## config.mk

```make
export PLATFORM = sky130hd
export DESIGN_NAME = hsv_dominant_color_vote
export DESIGN_NICKNAME = d
export VERILOG_FILES = /design/src/rtl/core/hdcv_pkg.sv /design/src/rtl/core/hsv_dominant_color_vote.sv /design/src/rtl/core/hdcv_cfg_regs.sv /design/src/rtl/core/hdcv_datapath.sv /design/src/rtl/core/hdcv_ctrl.sv
export SDC_FILE = /design/constraint.sdc
export NUM_CORES = 1
export LEC_CHECK = 0
export BUFFER_PORTS_ARGS = -buffer_cell sky130_fd_sc_hd__buf_2
export CELL_PAD_IN_SITES_DETAIL_PLACEMENT = 1
export CELL_PAD_IN_SITES_GLOBAL_PLACEMENT = 2
export CORE_MARGIN = 4
export CORE_UTILIZATION = 42
export CTS_CLUSTER_DIAMETER = 150
export DETAILED_ROUTE_END_ITERATION = 10
export PLACE_DENSITY = 0.83
export SYNTH_ARGS = -nofsm -noshare
export SYNTH_HDL_FRONTEND = slang
export SYNTH_SLANG_ARGS = --single-unit
```

## constraint.sdc

```tcl
create_clock -name i_clk -period 9.1 [get_ports i_clk]
set_input_delay 0.91 -clock i_clk [delete_from_list [all_inputs] [get_ports i_clk]]
set_output_delay 0.91 -clock i_clk [all_outputs]
set_load 0.05 [all_outputs]
```

## src/rtl/core/hdcv_pkg.sv

```systemverilog
// Shared types and constants of the HSV dominant-colour vote block.
// Used by every module under rtl/core; depends on nothing.
`default_nettype none

package hdcv_pkg;

    // Region size bound and the counter limit it implies
    localparam int MAX_REGION_PIXELS = 1048576;
    localparam int CNT_W             = 20;
    localparam int NUM_COLORS        = 6;
    localparam int IDX_W             = $clog2(NUM_COLORS);

    localparam logic [CNT_W-1:0] COUNT_LIMIT =
        ((longint'(MAX_REGION_PIXELS) - 1) < ((longint'(1) << CNT_W) - 1)) ?
        CNT_W'(longint'(MAX_REGION_PIXELS) - 1) : {CNT_W{1'b1}};

    // Colour codes
    localparam logic [2:0] C_RED    = 3'd0;
    localparam logic [2:0] C_BLUE   = 3'd1;
    localparam logic [2:0] C_YELLOW = 3'd2;
    localparam logic [2:0] C_GREEN  = 3'd3;
    localparam logic [2:0] C_BLACK  = 3'd4;
    localparam logic [2:0] C_WHITE  = 3'd5;
    localparam logic [2:0] C_NONE   = 3'd6;

    // Hue bands, halved-degree scale
    localparam logic [7:0] HUE_RED_LO_MAX  = 8'd10;
    localparam logic [7:0] HUE_RED_HI_MIN  = 8'd170;
    localparam logic [7:0] HUE_YELLOW_MIN  = 8'd20;
    localparam logic [7:0] HUE_YELLOW_MAX  = 8'd35;
    localparam logic [7:0] HUE_GREEN_MAX   = 8'd85;
    localparam logic [7:0] HUE_BLUE_ABOVE  = 8'd90;
    localparam logic [7:0] HUE_BLUE_MAX    = 8'd130;

    // Register map
    localparam int         NUM_REGS     = 4;
    localparam int         PADDR_W      = 4;
    localparam logic [1:0] REG_SAT_MIN  = 2'd0;
    localparam logic [1:0] REG_VAL_MIN  = 2'd1;
    localparam logic [1:0] REG_DARK     = 2'd2;
    localparam logic [1:0] REG_BRIGHT   = 2'd3;

    localparam logic [7:0] SAT_MIN_RST  = 8'd60;
    localparam logic [7:0] VAL_MIN_RST  = 8'd60;
    localparam logic [7:0] DARK_RST     = 8'd100;
    localparam logic [7:0] BRIGHT_RST   = 8'd200;

    typedef struct packed {
        logic [7:0] hue;
        logic [7:0] saturation;
        logic [7:0] brightness;
        logic       last_pixel;
    } t_pixel;

    typedef struct packed {
        logic [2:0]       color_code;
        logic [CNT_W-1:0] winning_count;
    } t_result;

    typedef struct packed {
        logic [7:0] saturation_min;
        logic [7:0] value_min;
        logic [7:0] dark_limit;
        logic [7:0] bright_limit;
    } t_cfg;

    typedef struct packed {
        logic count_en;    // count the accepted pixel
        logic scan_start;  // restart the maximum search
        logic scan_step;   // compare one counter
        logic load_out;    // load the result and clear the counters
    } t_dp_cmd;

    typedef struct packed {
        logic scan_end;    // the current step is the last counter
    } t_dp_status;

endpackage

`default_nettype wire

```

## src/rtl/core/hsv_dominant_color_vote.sv

```systemverilog
// Dominant-colour vote over HSV pixel regions; top level.
// Throughput: one pixel per cycle inside a region.
// Region end: after the last pixel is taken, a six-step serial search over the
// counters runs and the result register is then loaded; no pixel is taken
// during the search and load or while a finished region waits for the result
// register to drain.
// Reset (synchronous, active low) clears counters and flags and sets thresholds to their defaults.
`default_nettype none

module hsv_dominant_color_vote
    import hdcv_pkg::*;
(
    input  wire logic               i_clk,
    input  wire logic               i_rst_n,
    input  wire logic               i_valid,
    output logic                    o_ready,
    input  wire t_pixel             i_pixel,
    output logic                    o_valid,
    input  wire logic               i_ready,
    output t_result                 o_result,
    input  wire logic               psel,
    input  wire logic               penable,
    input  wire logic               pwrite,
    input  wire logic [PADDR_W-1:0] paddr,
    input  wire logic [31:0]        pwdata,
    output logic [31:0]             prdata,
    output logic                    pready
);

    t_cfg       w_cfg;
    t_dp_cmd    w_cmd;
    t_dp_status w_status;

    hdcv_cfg_regs u_cfg_regs (
        .i_clk   (i_clk),
        .i_rst_n (i_rst_n),
        .psel    (psel),
        .penable (penable),
        .pwrite  (pwrite),
        .paddr   (paddr),
        .pwdata  (pwdata),
        .prdata  (prdata),
        .pready  (pready),
        .o_cfg   (w_cfg)
    );

    hdcv_ctrl u_ctrl (
        .i_clk        (i_clk),
        .i_rst_n      (i_rst_n),
        .i_valid      (i_valid),
        .i_last_pixel (i_pixel.last_pixel),
        .o_ready      (o_ready),
        .o_valid      (o_valid),
        .i_ready      (i_ready),
        .i_status     (w_status),
        .o_cmd        (w_cmd)
    );

    hdcv_datapath u_datapath (
        .i_clk    (i_clk),
        .i_rst_n  (i_rst_n),
        .i_cfg    (w_cfg),
        .i_pixel  (i_pixel),
        .i_cmd    (w_cmd),
        .o_status (w_status),
        .o_result (o_result)
    );

endmodule

`default_nettype wire

```

## src/rtl/core/hdcv_cfg_regs.sv

```systemverilog
// Threshold registers behind the APB-style configuration port.
// Depends on hdcv_pkg.
`default_nettype none

module hdcv_cfg_regs
    import hdcv_pkg::*;
(
    input  wire logic               i_clk,
    input  wire logic               i_rst_n,
    input  wire logic               psel,
    input  wire logic               penable,
    input  wire logic               pwrite,
    input  wire logic [PADDR_W-1:0] paddr,
    input  wire logic [31:0]        pwdata,
    output logic [31:0]             prdata,
    output logic                    pready,
    output t_cfg                    o_cfg
);

    t_cfg       r_cfg;
    logic       w_wr;
    logic [1:0] w_idx;

    assign pready = 1'b1;
    assign w_wr   = psel & penable & pwrite;
    assign w_idx  = paddr[3:2];

    always_ff @(posedge i_clk) begin
        if (!i_rst_n) begin
            r_cfg.saturation_min <= SAT_MIN_RST;
            r_cfg.value_min      <= VAL_MIN_RST;
            r_cfg.dark_limit     <= DARK_RST;
            r_cfg.bright_limit   <= BRIGHT_RST;
        end else if (w_wr) begin
            unique case (w_idx)
                REG_SAT_MIN: r_cfg.saturation_min <= pwdata[7:0];
                REG_VAL_MIN: r_cfg.value_min      <= pwdata[7:0];
                REG_DARK:    r_cfg.dark_limit     <= pwdata[7:0];
                REG_BRIGHT:  r_cfg.bright_limit   <= pwdata[7:0];
                default: ;
            endcase
        end
    end

    always_comb begin
        unique case (w_idx)
            REG_SAT_MIN: prdata = {24'd0, r_cfg.saturation_min};
            REG_VAL_MIN: prdata = {24'd0, r_cfg.value_min};
            REG_DARK:    prdata = {24'd0, r_cfg.dark_limit};
            REG_BRIGHT:  prdata = {24'd0, r_cfg.bright_limit};
            default:     prdata = 32'd0;
        endcase
    end

    assign o_cfg = r_cfg;

endmodule

`default_nettype wire

```

## src/rtl/core/hdcv_datapath.sv

```systemverilog
// Datapath: pixel classifier, six saturating vote counters, serial maximum
// search and the result register. Depends on hdcv_pkg.
`default_nettype none

module hdcv_datapath
    import hdcv_pkg::*;
(
    input  wire logic    i_clk,
    input  wire logic    i_rst_n,
    input  wire t_cfg    i_cfg,
    input  wire t_pixel  i_pixel,
    input  wire t_dp_cmd i_cmd,
    output t_dp_status   o_status,
    output t_result      o_result
);

    logic [CNT_W-1:0] r_cnt [NUM_COLORS];
    logic [IDX_W-1:0] r_idx;
    logic [2:0]       r_best;
    logic [CNT_W-1:0] r_best_cnt;
    t_result          r_result;

    logic [2:0]       w_class;
    logic [CNT_W-1:0] w_sel_cnt;
    logic             w_achrom;

    // Classify the pixel against the thresholds and hue bands
    always_comb begin
        w_achrom = (i_pixel.saturation < i_cfg.saturation_min) ||
                   (i_pixel.brightness < i_cfg.value_min);
        if (w_achrom) begin
            if (i_pixel.brightness < i_cfg.dark_limit) begin
                w_class = C_BLACK;
            end else if (i_pixel.brightness > i_cfg.bright_limit) begin
                w_class = C_WHITE;
            end else begin
                w_class = C_NONE;
            end
        end else if (i_pixel.hue <= HUE_RED_LO_MAX || i_pixel.hue >= HUE_RED_HI_MIN) begin
            w_class = C_RED;
        end else if (i_pixel.hue >= HUE_YELLOW_MIN && i_pixel.hue <= HUE_YELLOW_MAX) begin
            w_class = C_YELLOW;
        end else if (i_pixel.hue > HUE_YELLOW_MAX && i_pixel.hue <= HUE_GREEN_MAX) begin
            w_class = C_GREEN;
        end else if (i_pixel.hue > HUE_BLUE_ABOVE && i_pixel.hue <= HUE_BLUE_MAX) begin
            w_class = C_BLUE;
        end else begin
            w_class = C_NONE;
        end
    end

    // One counter per colour, each with its own increment
    for (genvar g = 0; g < NUM_COLORS; g++) begin : g_cnt
        always_ff @(posedge i_clk) begin
            if (!i_rst_n || i_cmd.load_out) begin
                r_cnt[g] <= '0;
            end else if (i_cmd.count_en && w_class == 3'(g) &&
                         r_cnt[g] < COUNT_LIMIT) begin
                r_cnt[g] <= r_cnt[g] + CNT_W'(1);
            end
        end
    end

    assign w_sel_cnt         = r_cnt[r_idx];
    assign o_status.scan_end = (r_idx == IDX_W'(NUM_COLORS - 1));

    // Serial search; strict compare keeps the earlier colour on a tie
    always_ff @(posedge i_clk) begin
        if (i_cmd.scan_start) begin
            r_idx      <= '0;
            r_best     <= C_RED;
            r_best_cnt <= '0;
        end else if (i_cmd.scan_step) begin
            if (w_sel_cnt > r_best_cnt) begin
                r_best     <= 3'(r_idx);
                r_best_cnt <= w_sel_cnt;
            end
            if (!o_status.scan_end) begin
                r_idx <= r_idx + IDX_W'(1);
            end
        end
    end

    always_ff @(posedge i_clk) begin
        if (i_cmd.load_out) begin
            r_result.color_code    <= (r_best_cnt == '0) ? C_NONE : r_best;
            r_result.winning_count <= r_best_cnt;
        end
    end

    assign o_result = r_result;

endmodule

`default_nettype wire

```

## src/rtl/core/hdcv_ctrl.sv

```systemverilog
// Controller: accumulate, search and hand-off sequencing plus the result
// valid flag. Depends on hdcv_pkg.
`default_nettype none

module hdcv_ctrl
    import hdcv_pkg::*;
(
    input  wire logic       i_clk,
    input  wire logic       i_rst_n,
    input  wire logic       i_valid,
    input  wire logic       i_last_pixel,
    output logic            o_ready,
    output logic            o_valid,
    input  wire logic       i_ready,
    input  wire t_dp_status i_status,
    output t_dp_cmd         o_cmd
);

    localparam logic [1:0] S_ACCUM = 2'd0;
    localparam logic [1:0] S_SCAN  = 2'd1;
    localparam logic [1:0] S_DONE  = 2'd2;

    logic [1:0] r_state;
    logic [1:0] n_state;
    logic       r_out_valid;
    logic       n_out_valid;
    logic       w_accept;
    logic       w_out_free;

    assign o_ready    = (r_state == S_ACCUM);
    assign w_accept   = i_valid & o_ready;
    assign w_out_free = ~r_out_valid | i_ready;

    always_comb begin
        o_cmd.count_en   = w_accept;
        o_cmd.scan_start = w_accept & i_last_pixel;
        o_cmd.scan_step  = (r_state == S_SCAN);
        o_cmd.load_out   = (r_state == S_DONE) & w_out_free;
    end

    always_comb begin
        n_state = r_state;
        unique case (r_state)
            S_ACCUM: if (w_accept && i_last_pixel) n_state = S_SCAN;
            S_SCAN:  if (i_status.scan_end)        n_state = S_DONE;
            S_DONE:  if (w_out_free)               n_state = S_ACCUM;
            default: n_state = S_ACCUM;
        endcase
    end

    // Hold the result until taken; a new load wins over a drain
    always_comb begin
        if (o_cmd.load_out) begin
            n_out_valid = 1'b1;
        end else if (i_ready) begin
            n_out_valid = 1'b0;
        end else begin
            n_out_valid = r_out_valid;
        end
    end

    always_ff @(posedge i_clk) begin
        if (!i_rst_n) begin
            r_state     <= S_ACCUM;
            r_out_valid <= 1'b0;
        end else begin
            r_state     <= n_state;
            r_out_valid <= n_out_valid;
        end
    end

    assign o_valid = r_out_valid;

endmodule

`default_nettype wire
```

=== After elaboration in Yosys (flattened, before gate mapping) ===
Memory sizes are Yosys's and may differ from the RTL's. A register that Yosys moved wholly into a read port is not among the register bits.
Cells that the tools add are included.

* Flip-flop bits (word level): 84
* Memory bits (writable): 120
* Bits of input ports: 68
* Output and inout bits: 58
* Word-level logic and storage cells: 140
* Memories: 1

{| class="wikitable"
|+ Memories
! name !! depth !! width !! read ports !! clocked after memory_dff !! write ports !! RTL line !! RTL
|-
| u_datapath.r_cnt || 6 || 20 || 7 || 1 || 6 || hdcv_datapath.sv:17 || <nowiki>logic [CNT_W-1:0] r_cnt [NUM_COLORS];</nowiki>
|}

* $add $sub $neg: 7
* $lt $le $gt $ge: 19
* Eq/ne operators: 14
* Muxes and demuxes: 42
* Bitwise operators: 14
* Reductions and logical operators: 32

{| class="wikitable"
|+ Operator list
! cell !! number
|-
| 32-bit case mux with 4 select lines || 1
|-
| 20-bit by 1-bit adder with 20-bit output (second input constant) || 6
|-
| 20-bit < comparator (second input constant) || 6
|-
| 20-bit 2-to-1 mux || 6
|-
| 8-bit < comparator || 3
|-
| 3-bit 2-to-1 mux || 8
|-
| 1-bit 2-to-1 mux || 22
|-
| 20-bit greater-than comparator || 1
|-
| 20-bit logical NOT || 1
|-
| 1-bit logical AND || 16
|-
| 2-bit AND reduction || 6
|-
| 3-bit equality test (second input constant) || 3
|-
| 8-bit by 5-bit >= comparator with 1-bit output (second input constant) || 1
|-
| 8-bit >= comparator (second input constant) || 1
|-
| 8-bit by 6-bit greater-than comparator with 1-bit output (second input constant) || 1
|-
| 8-bit by 7-bit greater-than comparator with 1-bit output (second input constant) || 1
|-
| 8-bit greater-than comparator || 1
|-
| 8-bit by 4-bit <= comparator with 1-bit output (second input constant) || 1
|-
| 8-bit by 6-bit <= comparator with 1-bit output (second input constant) || 1
|-
| 8-bit by 7-bit <= comparator with 1-bit output (second input constant) || 1
|-
| 8-bit <= comparator (second input constant) || 1
|-
| 2-bit 2-to-1 mux || 4
|-
| 1-bit OR || 7
|-
| 2-bit equality test (second input constant) || 3
|-
| other kinds (15) || 26
|}

=== Depth between registers and ports, before layout ===
* Word-level depth: 14
* Gate-level depth with buffers: 14
* Mapped depth without buffers: 11

=== Hierarchy ===
From an unflattened synthesis, not the netlist that was laid out.

* Cell total of the unflattened synthesis: 1189
* Area, all modules: 12296.8 um^2

{| class="wikitable"
|+ Modules (own cells, without submodules)
! module !! instances !! cells an instance !! area each (um^2) !! sequential area each (um^2)
|-
| hdcv_datapath || 1 || 1002 || 10455.0 || 4874.7
|-
| hdcv_cfg_regs || 1 || 167 || 1664.1 || 640.6
|-
| hdcv_ctrl || 1 || 20 || 177.7 || 60.1
|}

=== Worst setup path after synthesis ===
OpenSTA, ideal clock, no wires.

* Path type: input-to-reg
* From: input port i_pixel[7] in the netlist's numbering
* To: memory u_datapath.r_cnt[4][0], enable pin
* Library setup time: 0.454 ns
* Arrival time: 4.105 ns
* Required time: 8.646 ns
* Path slack: 4.541 ns
* Cell stages on the path: 5
* Path buffers: 0
* Cell sequence: ha_1 > and4_1 > a221oi_1 > nand2_1 > o41ai_1

{| class="wikitable"
|+ RTL lines
! element !! RTL line !! RTL
|-
| start, declared || hsv_dominant_color_vote.sv:17 || <nowiki>input wire t_pixel i_pixel,</nowiki>
|-
| end, declared || hdcv_datapath.sv:17 ||
|}

==> flow_metrics.py <==
metrics = {
    "detailed_routing": {
        "firstDrtPassIters": 5,
        "met2_wirelength_um": 14800,
        "dr_total_vias": 8800,
        "wl_um": 31500,
        "drt_iter0_markers": 520,
        "wl_met3_um": 1280,
        "highest_layer": "met5",
        "wl_met1_um": 14500,
        "avgRoutedWirePerCell_um": 19.7,
        "final_antenna_net_count": 0,
        "drc_errors": 0,
        "drt-vias-per-instance": 5.51,
    },
    "timing": {
        "timing.final.crit_share": 0.454,
        "setup_tns_ns": 0,
        "worst_pin_slew_ns": 1.06,
        "maxSlewHeadroom": 0.290,
        "setup_slack_ns": 4.97,
        "worst_clock_skew_ns": 0.0167,
        "drv_slew": 0,
        "final.min_clock_period_ns": 4.13,
        "finalHoldViolations": 0,
        "setup_viol": 0,
        "whs_ns": 0.480,
        "fmax_mhz": 242,
        "rsz0062_at_grt": "no",
    },
    "clocking": {
        "cts_htree_levels": 1,
        "cts_tree": "done",
        "clockBufferDepth": 3,
        "clock_sinks": 207,
        "root_buffer": "clkbuf_16",
        "cts_resized": 0,
        "cts_buffers": 25,
        "insertion_delay_ns": 0.54,
        "hold_buffers": 0,
        "post-cts-setup-buffers": 0,
        "clk_pin_slew_ns": 0.06,
    },
    "synthesis": {
        "syn-cell-area_sq_um": 12100,
        "ys_seq_area_frac": 0.461,
        "synth_edf_count": 143,
        "syn_area_per_cell_sq_um": 10.6,
        "synthDistinctLibCells": 55,
        "synth.most_common_cell": "edfxtp_1",
        "ys_ff_latch": 207,
        "syn_inst": 1137,
        "synth_common_cells": "edfxtp_1 (143), nor3_1 (99), nand2_1 (88)",
        "yosysTopAreaCell": "edfxtp_1",
        "synth_area_leaders": "edfxtp_1 (36%), dfxtp_1 (11%), ha_1 (5.9%)",
        "async_flop_share": 0,
        "ys.flop_type": "edfxtp_1",
        "synthesis.yosys.warnings": 0,
        "synth_top_area_share": 0.355,
    },
    "worst_hold_path": {
        "holdCritPathClass": "flop to flop",
        "hp-start": "u_datapath.r_best[2]",
    },
    "floorplanning": {
        "chipWidth_um": 178,
        "die_area_sq_um": 31500,
        "start_util": 0.430,
        "coreArea_sq_um": 28100,
        "row_count": 61,
        "ioPinCount": 126,
        "die_y_um": 178,
    },
    "worst_setup_path": {
        "startpoint_type": "flop",
        "arrival_ns": 4.61,
        "critPathRequiredTime_ns": 9.58,
        "critPathCaptureType": "flop",
        "crit_fanout": 43,
        "path_class": "flop to flop",
        "path_cells": "buf_4 > mux2_2 > mux4_2 > ha_1 > nand4_2 > or4_4 > o22ai_2 > o21a_1 > a22o_1",
        "path_buf_inv": 1,
        "crit_slowest_cell": "o21a_1",
        "critical_path.top_delay_family": "compound AO/OA/AOI/OAI gates",
        "cpPeakStageDelay_ns": 0.75,
    },
    "cells_and_area": {
        "nets": 1327,
        "drive_above_1_share": 0.166,
        "syn2layout_area_growth_pct": 12.1,
        "antennaDiodeCount": 0,
    },
    "global_route": {
        "grt_usage": 0.199,
        "grt_max_degree": 61,
        "grt_pass1_vias": 8914,
        "antenna_found_initial": 2,
        "grt_pass1_wl_um": 49700,
        "grt_overflow": 0,
    },
    "power": {
        "power.switching_w": 0.000932,
        "p_total_w": 0.00294,
        "p_leak_nw": 4.93,
        "ir_drop_v": 0.000160,
        "swShare": 0.317,
        "pwr-share-seq": 0.412,
        "power.density_nw_per_um2": 217,
        "p_int_w": 0.00201,
        "power_frac_clock": 0.335,
        "comb_power_share": 0.253,
    },
    "run": {
        "max_cap_viol_count": 0,
    },
    "placement": {
        "dp_slack_ns": 4.96,
        "dpl.hpwl_um": 23200,
        "gp_congestion": 0.812,
        "io_buffers": 74,
    },
    "status": {
        "status": "finished clean",
    },
}
## registers in the layout (all words and copies together), names as in the netlist, named ones only
signal,count
u_cfg_regs.o_cfg,32
u_ctrl.o_valid,1
u_ctrl.r_state,2
u_datapath.o_result,23
u_datapath.r_best,3
u_datapath.r_best_cnt,20
u_datapath.r_cnt,120
u_datapath.r_idx,3
## metal layers
layer  up-vias  track usage
met5         -            0
met4         4       0.0587
met3        55       0.0254
met2       173        0.324
met1      4332        0.280
li1       4236            -
## logic make-up (layout without fill, tap and decap cells)
group,after synthesis,count (layout),synth area share
mux,89,89,0.105
flops,207,207,0.461
simple gates,428,428,0.178
other cells,2,25,0.000621
fa+ha+maj,57,57,0.0590
xor+xnor,110,110,0.0797
buf+inv,142,202,0.0547
compound gates,102,102,0.0613
## path summary, 6_finish.rpt
check             slack (ns)                   endpoint  depth (start not counted)
setup / recovery        4.97  u_datapath.r_best_cnt[10]                          9
hold / removal          0.48       u_datapath.r_best[2]                          1
setup reg to reg        4.97  u_datapath.r_best_cnt[10]                          9
hold reg to reg         0.48       u_datapath.r_best[2]                          1
## placed cells by master (no fill, tap or decap), drive strengths merged, types with 27 or more instances in the layout
cell type,instances
dfxtp,64
edfxtp,143
ha,57
buf,88
nor2,65
nand4,28
nand3,53
mux2i,27
mux2,35
inv,70
clkbuf,31
nor3,99
xnor2,47
mux4,27
xor2,63
nand2,88
## layout make-up
| cell class | count | area (sq um) |
|---|---|---|
| clock buffer | 31 | 668 |
| timing repair buffer | 88 | 475 |
| tap | 378 | 473 |
| sequential | 207 | 5580 |
| inverter | 69 | 259 |
| clock inverter | 14 | 134 |
| fill | 3125 | 14500 |
| multi-input combinational | 811 | 5960 |
## per-stage QoR
stage / util / area [sq um] / instances
final: 0.482 / 13500 / 1598
after global routing: 0.482 / 13500 / 1598
after CTS: 0.482 / 13500 / 1598
after detailed placement: 0.454 / 12700 / 1553
after global placement: 0.454 / 12700 / 1553
after floorplan: - / 12200 / 1160
## worst register-to-register path: cells and delay by family, from the launching register on
family                   cells  cell delay, ns
AO/OA/AOI/OAI                3            1.24
adder cells (fa/ha/maj)      1            0.37
buffers and inverters        1            0.44
flip-flops                   1            0.31
multiplexers                 2            0.99
AND/OR/NAND/NOR              2            0.73
## power groups by stage
stage               Sequential, W  Combinational [W]  Clock, W
finish                    0.00121           0.000745  0.000985
global route              0.00123           0.000827   0.00105
CTS                       0.00121           0.000756   0.00101
detailed placement        0.00123           0.000751         0
global placement          0.00122           0.000737         0
floorplan                 0.00119           0.000584         0
Power figures use the tool's default switching activity.
